--- src/design/tcwc_pkg.sv ---
// ----------------------------------------------------------------------------
// tcwc_pkg: shared types and constants for the congestion window engine
// Event kinds, sequencer states and the reciprocal constants of the shared
// multiplier.
// ----------------------------------------------------------------------------
package tcwc_pkg;

  // event kinds carried in tuser
  typedef enum logic [1:0] {
    OP_INIT     = 2'd0,
    OP_LOSS_REQ = 2'd1,
    OP_SAMPLE   = 2'd2,
    OP_UNDO     = 2'd3
  } op_t;

  // sequencer states, one-hot
  typedef enum logic [8:0] {
    S_IDLE = 9'b000000001,
    S_QDIG = 9'b000000010,
    S_RDIG = 9'b000000100,
    S_CUT  = 9'b000001000,
    S_GROW = 9'b000010000,
    S_MUL1 = 9'b000100000,
    S_MUL2 = 9'b001000000,
    S_ADD  = 9'b010000000,
    S_FIN  = 9'b100000000
  } state_t;

  // ns to ms: shift by 6, then long division by 15625 in 16-bit digits
  localparam int DIG_W    = 16;
  localparam int REM_W    = 14;
  localparam int CNT_W    = 2;
  localparam int MS_SHIFT = 6;

  localparam logic [REM_W-1:0] DIG_DIV = 14'd15625;

  // ceil(2^44 / 15625), exact quotient for numerators below 2^30
  localparam logic [31:0] RECIP_MS    = 32'd1125899907;
  localparam int          RECIP_MS_SH = 44;

  // ceil(2^35 / 10), exact quotient for any 32-bit numerator
  localparam logic [31:0] RECIP_TEN    = 32'hCCCC_CCCD;
  localparam int          RECIP_TEN_SH = 35;

  // state reset values
  localparam logic [15:0] INIT_WINDOW_RST = 16'd10;
  localparam logic [31:0] SSTHRESH_RST    = 32'h7fff_ffff;
  localparam logic [31:0] BASE_RST        = 32'd1;
  localparam logic [31:0] SECOND_RST      = 32'd200;
  localparam logic [31:0] MIN_GROW        = 32'd2;

endpackage

--- src/design/tcp_congestion_window_control.sv ---
// ----------------------------------------------------------------------------
// tcp_congestion_window_control: per-connection congestion window engine
// Handles init, loss threshold, rate sample and undo events and returns the
// window, slow-start threshold and recovery flag after each event.
// ----------------------------------------------------------------------------
//
// channel   direction  payload
// s_axis    in         tdata: now_ns, next_seq, had_losses, had_acks; tuser: op
// m_axis    out        tdata: window, slow_start_limit, in_recovery
// cfg       in         cfg_data: initial_window
//
// Init, loss threshold, undo and a rate sample that changes nothing go straight
// to the final state, from which the result register is loaded; ready returns only
// as the result is loaded. A loss cut is one pass through the shared 32x32 multiplier
// (reciprocal of ten). An acked sample shifts the elapsed time by 6 and runs four
// 16-bit digits of division by 15625, two multiplier passes a digit, and two more
// passes in slow start. A result held on m_axis stalls the sequencer in its final
// state until taken. Reset is synchronous and needs no clearing pass.
module tcp_congestion_window_control (
  input  logic         clk,
  input  logic         rst,
  // request
  input  logic         s_axis_tvalid,
  output logic         s_axis_tready,
  input  logic [103:0] s_axis_tdata,   // now_ns[63:0], next_seq[95:64], had_losses[96],
                                       // had_acks[97], zero fill
  input  logic [1:0]   s_axis_tuser,   // op[1:0]
  // result
  output logic         m_axis_tvalid,
  input  logic         m_axis_tready,
  output logic [71:0]  m_axis_tdata,   // window[31:0], slow_start_limit[63:32],
                                       // in_recovery[64], zero fill
  // configuration
  input  logic         cfg_valid,
  output logic         cfg_ready,
  input  logic [15:0]  cfg_data
);
  import tcwc_pkg::*;

  state_t             state;
  logic [15:0]        initial_window;
  logic [31:0]        cwnd;
  logic [31:0]        ssthresh;
  logic               recovery_flag;
  logic [31:0]        recovery_seq;
  logic [31:0]        base_window;
  logic [31:0]        second_limit;
  logic [63:0]        phase_start_ns;

  logic [REM_W-1:0]   rem;
  logic [63:0]        dvd;
  logic [31:0]        quo;
  logic [DIG_W-1:0]   q_dig;
  logic [CNT_W-1:0]   cnt;
  logic [31:0]        prod;

  // request fields
  op_t                op;
  logic [63:0]        now_ns;
  logic [31:0]        next_seq;
  logic               had_losses;
  logic               had_acks;

  logic               accept;
  logic               loss_acts;
  logic [31:0]        cwnd9;
  logic [63:0]        elapsed_ns;
  logic [29:0]        cur;
  logic [29:0]        cur_left;
  logic [31:0]        t;
  logic [31:0]        rec_win;
  logic [31:0]        avoid_win;
  logic [31:0]        mul_a;
  logic [31:0]        mul_b;
  logic [63:0]        mul_p;
  logic               out_free;

  assign op         = op_t'(s_axis_tuser);
  assign now_ns     = s_axis_tdata[63:0];
  assign next_seq   = s_axis_tdata[95:64];
  assign had_losses = s_axis_tdata[96];
  assign had_acks   = s_axis_tdata[97];

  assign s_axis_tready = (state == S_IDLE);
  assign accept        = s_axis_tvalid && s_axis_tready;
  assign cfg_ready     = 1'b1;
  assign out_free      = !m_axis_tvalid || m_axis_tready;

  // loss in a sample acts outside recovery or past the recovery point
  assign loss_acts  = !recovery_flag || (next_seq > recovery_seq);
  assign cwnd9      = {cwnd[28:0], 3'b000} + cwnd;
  assign elapsed_ns = now_ns - phase_start_ns;

  // long division digit: partial remainder and next 16 bits of the dividend
  assign cur      = {rem, dvd[63:64-DIG_W]};
  assign cur_left = cur - mul_p[29:0];

  // post-division growth terms
  assign t         = quo;
  assign rec_win   = base_window + t;
  assign avoid_win = second_limit + {t[30:0], 1'b0};

  // shared multiplier operand select
  always_comb begin
    unique case (state)
      S_QDIG: begin
        mul_a = {2'b00, cur};
        mul_b = RECIP_MS;
      end
      S_RDIG: begin
        mul_a = {16'd0, q_dig};
        mul_b = {18'd0, DIG_DIV};
      end
      S_CUT: begin
        mul_a = cwnd9;
        mul_b = RECIP_TEN;
      end
      S_MUL1: begin
        mul_a = {t[30:0], 1'b0};
        mul_b = t;
      end
      S_MUL2: begin
        mul_a = prod;
        mul_b = t;
      end
      default: begin
        mul_a = '0;
        mul_b = '0;
      end
    endcase
  end

  assign mul_p = mul_a * mul_b;

  // configuration register
  always_ff @(posedge clk) begin
    if (rst) begin
      initial_window <= INIT_WINDOW_RST;
    end else if (cfg_valid && cfg_ready) begin
      initial_window <= cfg_data;
    end
  end

  // sequencer and connection state
  always_ff @(posedge clk) begin
    if (rst) begin
      state          <= S_IDLE;
      cwnd           <= {16'd0, INIT_WINDOW_RST};
      ssthresh       <= SSTHRESH_RST;
      recovery_flag  <= 1'b0;
      recovery_seq   <= '0;
      base_window    <= BASE_RST;
      second_limit   <= SECOND_RST;
      phase_start_ns <= '0;
      cnt            <= '0;
    end else begin
      unique case (state)
        S_IDLE: begin
          if (accept) begin
            state <= S_FIN;
            unique case (op)
              OP_INIT: begin
                cwnd           <= {16'd0, initial_window};
                phase_start_ns <= now_ns;
                recovery_flag  <= 1'b0;
                recovery_seq   <= '0;
              end
              OP_LOSS_REQ: begin
                phase_start_ns <= now_ns;
                recovery_flag  <= 1'b1;
                recovery_seq   <= next_seq;
                ssthresh       <= {1'b0, cwnd[31:1]};
              end
              OP_SAMPLE: begin
                if (had_losses) begin
                  if (loss_acts) begin
                    recovery_flag  <= 1'b1;
                    recovery_seq   <= next_seq;
                    second_limit   <= cwnd;
                    ssthresh       <= {1'b0, cwnd[31:1]};
                    phase_start_ns <= now_ns;
                    state          <= S_CUT;
                  end
                end else if (had_acks) begin
                  dvd   <= elapsed_ns >> MS_SHIFT;
                  quo   <= '0;
                  rem   <= '0;
                  cnt   <= '0;
                  state <= S_QDIG;
                end
              end
              OP_UNDO: begin
                if (cwnd < MIN_GROW) begin
                  cwnd <= MIN_GROW;
                end
              end
            endcase
          end
        end
        S_QDIG: begin
          // quotient digit by reciprocal multiplication
          q_dig <= mul_p[RECIP_MS_SH+DIG_W-1:RECIP_MS_SH];
          state <= S_RDIG;
        end
        S_RDIG: begin
          // remainder of this digit, shift in the quotient digit
          rem <= cur_left[REM_W-1:0];
          quo <= {quo[31-DIG_W:0], q_dig};
          dvd <= {dvd[63-DIG_W:0], {DIG_W{1'b0}}};
          cnt <= cnt + 1'b1;
          if (cnt == {CNT_W{1'b1}}) begin
            state <= S_GROW;
          end else begin
            state <= S_QDIG;
          end
        end
        S_CUT: begin
          // cut to nine tenths
          cwnd        <= {3'd0, mul_p[63:RECIP_TEN_SH]};
          base_window <= {3'd0, mul_p[63:RECIP_TEN_SH]};
          state       <= S_FIN;
        end
        S_GROW: begin
          state <= S_FIN;
          if (recovery_flag) begin
            // linear growth from the base, recovery ends at the second threshold
            cwnd <= (rec_win == '0) ? 32'd1 : rec_win;
            if (((rec_win == '0) ? 32'd1 : rec_win) >= second_limit) begin
              recovery_flag <= 1'b0;
            end
          end else if (cwnd < ssthresh) begin
            state <= S_MUL1;
          end else begin
            cwnd <= (avoid_win == '0) ? 32'd1 : avoid_win;
          end
        end
        S_MUL1: begin
          prod  <= mul_p[31:0];
          state <= S_MUL2;
        end
        S_MUL2: begin
          prod  <= mul_p[31:0];
          state <= S_ADD;
        end
        S_ADD: begin
          // cubic slow-start step, at least two
          cwnd  <= cwnd + ((prod < MIN_GROW) ? MIN_GROW : prod);
          state <= S_FIN;
        end
        S_FIN: begin
          if (out_free) begin
            state <= S_IDLE;
          end
        end
        default: begin
          state <= S_IDLE;
        end
      endcase
    end
  end

  // result register
  always_ff @(posedge clk) begin
    if (rst) begin
      m_axis_tvalid <= 1'b0;
    end else if (state == S_FIN && out_free) begin
      m_axis_tvalid <= 1'b1;
    end else if (m_axis_tready) begin
      m_axis_tvalid <= 1'b0;
    end
  end

  always_ff @(posedge clk) begin
    if (state == S_FIN && out_free) begin
      m_axis_tdata <= {7'd0, recovery_flag, ssthresh, cwnd};
    end
  end

  // division remainder stays below the divisor
  a_rem_range: assert property (@(posedge clk) disable iff (rst)
    (state == S_QDIG || state == S_RDIG) |-> (rem < DIG_DIV))
    else $error("divider remainder out of range");

  // one request at a time
  a_one_at_a_time: assert property (@(posedge clk) disable iff (rst)
    accept |=> !s_axis_tready)
    else $error("request taken while busy");

  // loss threshold request enters recovery
  a_loss_req: assert property (@(posedge clk) disable iff (rst)
    (accept && s_axis_tuser == OP_LOSS_REQ) |=> recovery_flag)
    else $error("loss threshold request did not enter recovery");

  // window in recovery growth is never zero
  a_rec_nonzero: assert property (@(posedge clk) disable iff (rst)
    (state == S_GROW && recovery_flag) |=> (cwnd != '0))
    else $error("zero window after recovery growth");

  // a result is only loaded from the final state
  a_result_src: assert property (@(posedge clk) disable iff (rst)
    $rose(m_axis_tvalid) |-> ($past(state) == S_FIN))
    else $error("result loaded outside final state");

endmodule

--- config.mk ---
export PLATFORM = sky130hd
export DESIGN_NAME = tcp_congestion_window_control
export DESIGN_NICKNAME = d
export VERILOG_FILES = /design/src/design/tcwc_pkg.sv /design/src/design/tcp_congestion_window_control.sv
export SDC_FILE = /design/constraint.sdc
export NUM_CORES = 2
export LEC_CHECK = 0
export BUFFER_PORTS_ARGS = -buffer_cell sky130_fd_sc_hd__buf_2
export CORE_ASPECT_RATIO = 1.25
export CORE_MARGIN = 2
export CORE_UTILIZATION = 55
export CTS_CLUSTER_SIZE = 16
export DETAILED_ROUTE_END_ITERATION = 8
export PLACE_DENSITY = 0.82
export SLEW_MARGIN = 20
export SYNTH_ARGS = -nofsm -noshare
export SYNTH_HDL_FRONTEND = slang
export SYNTH_SLANG_ARGS = --single-unit
--- constraint.sdc ---
create_clock -name clk -period 21 [get_ports clk]
set_clock_uncertainty 0.15 [all_clocks]
set_input_delay 3.15 -clock clk [delete_from_list [all_inputs] [get_ports clk]]
set_output_delay 3.15 -clock clk [all_outputs]
set_load 0.01 [all_outputs]
==> results.json <==
{
  "setup_viol": 0,
  "core_area_um2": 115000,
  "grt_util_met1_pct": 42.7,
  "post-dp-hpwl_um": 177000,
  "crit_slowest_cell": "dfxtp_1",
  "via_per_inst": 6.23,
  "grt_max_degree": 86,
  "r2r_cells": 41,
  "cp_num_cells": 41,
  "fin_crit_sh_pct": 62.2,
  "synth-edff-count": 222,
  "cp-start-kind": "flip-flop",
  "power.leakage_nw": 31.7,
  "cp-end-kind": "flip-flop",
  "seq_area_um2": 11700,
  "multi_input_area_um2": 46100,
  "grt_usage_pct": 39.2,
  "clkTransAtPathRegs_ns": 0.07,
  "vias": 55616,
  "drc_errors": 0,
  "fin_crit_ns": 13.06,
  "htreeDepth": 2,
  "rsz0062_at_grt": "no",
  "core.rowCount": 139,
  "first_pass_iters": 8,
  "drive_above_1_share_pct": 6.81,
  "yosysUniqueCellTypes": 96,
  "synthesis.area_per_instance_um2": 8.61,
  "place_ws_ns": 8.21,
  "crit_required_ns": 21.40,
  "ys.flop_type": "dfxtp_1",
  "tns_ns": 0,
  "hp-class": "flip-flop to flip-flop",
  "startpoint": "cwnd[1]",
  "worst_slew_pin_slew_ns": 1.38,
  "ys_seq_area_share_pct": 18.4,
  "timing.fmax_mhz": 76.5,
  "gp_congestion": 1.04,
  "clock_sinks": 471,
  "ys_warn_count": 0,
  "cts_setup_buffers": 0,
  "cts_hold_buf": 0,
  "port_buffers": 186,
  "r2r-start": "cwnd[1]",
  "reg2reg_slack_ns": 7.94,
  "r2r-end": "cwnd[11]",
  "start_util_pct": 55.4,
  "busiest_layer": "met2",
  "num_io_pins": 202,
  "cts_root_buffer": "clkbuf_16",
  "final.setup.worst_slack_ns": 7.94,
  "nets": 8976,
  "maxSlewViolCount": 0,
  "grt_pass1_vias": 57561,
  "p_per_area_nw_per_um2": 34.5,
  "critPathTopFamily": "adder cells",
  "cts_tree": "yes",
  "overflow": 0,
  "netlist_area_um2": 63500,
  "area_growth_pct": 6.93,
  "antenna_left": 0,
  "cap_violations": 0,
  "crit_top_cell": "fa_1",
  "grt_pass1_wl_um": 345000,
  "drt_iter0_markers": 5443,
  "wl_um": 231000,
  "critPathBufInv": 9,
  "cpPeakStageDelay_ns": 0.79,
  "insertion_delay_ns": 0.64,
  "cp-endpoint": "cwnd[11]",
  "die_w_um": 308,
  "slew_headroom_pct": 7.18,
  "antenna_found_initial": 25,
  "fill_cells": 9774,
  "grt_use_met3_pct": 11.1,
  "cts_buffer_depth": 3,
  "critPathMaxFanout": 16,
  "cts_resized": 0,
  "ys_ff_latch": 471,
  "async_flop_share_pct": 0,
  "peakVddDrop_uv": 73.8,
  "syn-instance-count": 7377,
  "avgRoutedWirePerCell_um": 25.8,
  "outcome": "complete, no violations",
  "hold_violations": 0,
  "cts_buffers": 48,
  "dieArea_um2": 118000,
  "arrival_ns": 13.46,
  "path_class": "flip-flop to flip-flop",
  "die_h_um": 384,
  "grt_use_met2_pct": 62.3
}
==> cell usage after synthesis, types with 60 or more instances <==
cell type,number,share of area [%]
a21o_1,153,1.8
a21oi_1,494,3.9
and2_1,60,0.59
clkbuf_1,349,2.1
dfxtp_1,249,7.9
edfxtp_1,222,11
fa_1,901,28
ha_1,555,11
inv_1,1204,7.1
mux2i_1,62,0.98
nand2_1,1007,6.0
nand3_1,107,0.84
nor2_1,703,4.2
o211ai_1,62,0.73
o21ai_0,238,1.9
xnor2_1,139,1.9
xor2_1,86,1.2
==> area by class of cell <==
cell class                 instances  area share [%]
timing repair buffer             342            3.14
clock inverter                    32           0.503
antenna                           15          0.0553
sequential                       471            17.2
multi-input combinational       5325            67.8
tap                             1480            2.73
clock buffer                      57            1.91
inverter                        1205            6.66
==> worst min path at each step <==
| stage | slack, ns | endpoint | cells after the start | start |
|---|---|---|---|---|
| final | 0.28 | m_axis_tdata[57] | 0 | ssthresh[25] |
| after floorplan | 0.26 | m_axis_tdata[31] | 0 | cwnd[31] |
| after detailed placement | 0.26 | m_axis_tdata[50] | 0 | ssthresh[18] |
| after CTS | 0.28 | m_axis_tdata[50] | 0 | ssthresh[18] |
| after global routing | 0.29 | m_axis_tdata[50] | 0 | ssthresh[18] |
| after global placement | 0.26 | m_axis_tdata[59] | 0 | ssthresh[27] |
==> routing by layer <==
layer / share of wire (%) / up-vias
met5: 0.054 / -
met1: 32 / 26921
met2: 45 / 3446
met3: 11 / 1279
met4: 12 / 20
li1: - / 23950
==> power breakdown <==
group          internal (mW)  leakage (nW)  switching, mW
logic                  0.145          26.8          0.247
clock network          0.508         0.805          0.418
registers              0.999          4.06         0.0250
total                   1.65          31.7          0.691
==> placed cells by master (no fill, tap or decap), drive strengths merged, types with 15 or more instances in the layout <==
master	instances
xor2	86
a31oi	34
and2	62
nand3	107
nand2b	29
o21ai	244
buf	342
nor4	29
clkbuf	57
a221o	16
nor2	703
a21o	153
a22oi	20
mux2i	62
nor3	60
a221oi	18
a21oi	495
edfxtp	222
inv	1211
diode	15
and4	15
clkinv	19
o31ai	18
o211ai	63
dfxtp	249
and3	40
ha	555
fa	901
nand2	1007
nor2b	38
o21a	50
xnor2	139
a211oi	39
nand4	51
or3	21
o21bai	36
==> metrics by stage <==
step	hold WS [ns]	instance area, µm²	total power [mW]	cells	utilization, %
after detailed placement	0.264	66200	1.43	8822	57.7
after global routing	0.290	67900	2.41	8921	59.2
final	0.279	67900	2.34	8927	59.2
after floorplan	0.256	63500	1.30	7384	-
after global placement	0.265	66200	1.41	8822	57.7
after CTS	0.279	67800	2.34	8911	59.2
==> cell families after synthesis <==
logic type | Yosys count | share of synthesized area (%)
DFF | 471 | 18.4
adders and majority gates | 1456 | 39.3
other | 2 | 0.0118
buffers and inverters | 1588 | 9.50
AOI/OAI and AO/OA | 1354 | 13.6
muxes | 66 | 1.07
xor gates and xnor gates | 225 | 3.10
and+or+nand+nor | 2215 | 15.0
==> registers in the layout (all words and copies together), names as in the netlist, 31 cells and up <==
| register | cells |
|---|---|
| dvd | 64 |
| m_axis_tdata | 64 |
| phase_start_ns | 64 |
| cwnd | 32 |
| prod | 32 |
| quo | 32 |
| recovery_seq | 32 |
| second_limit | 32 |
| ssthresh | 31 |
(Power assumes the default switching activity.)
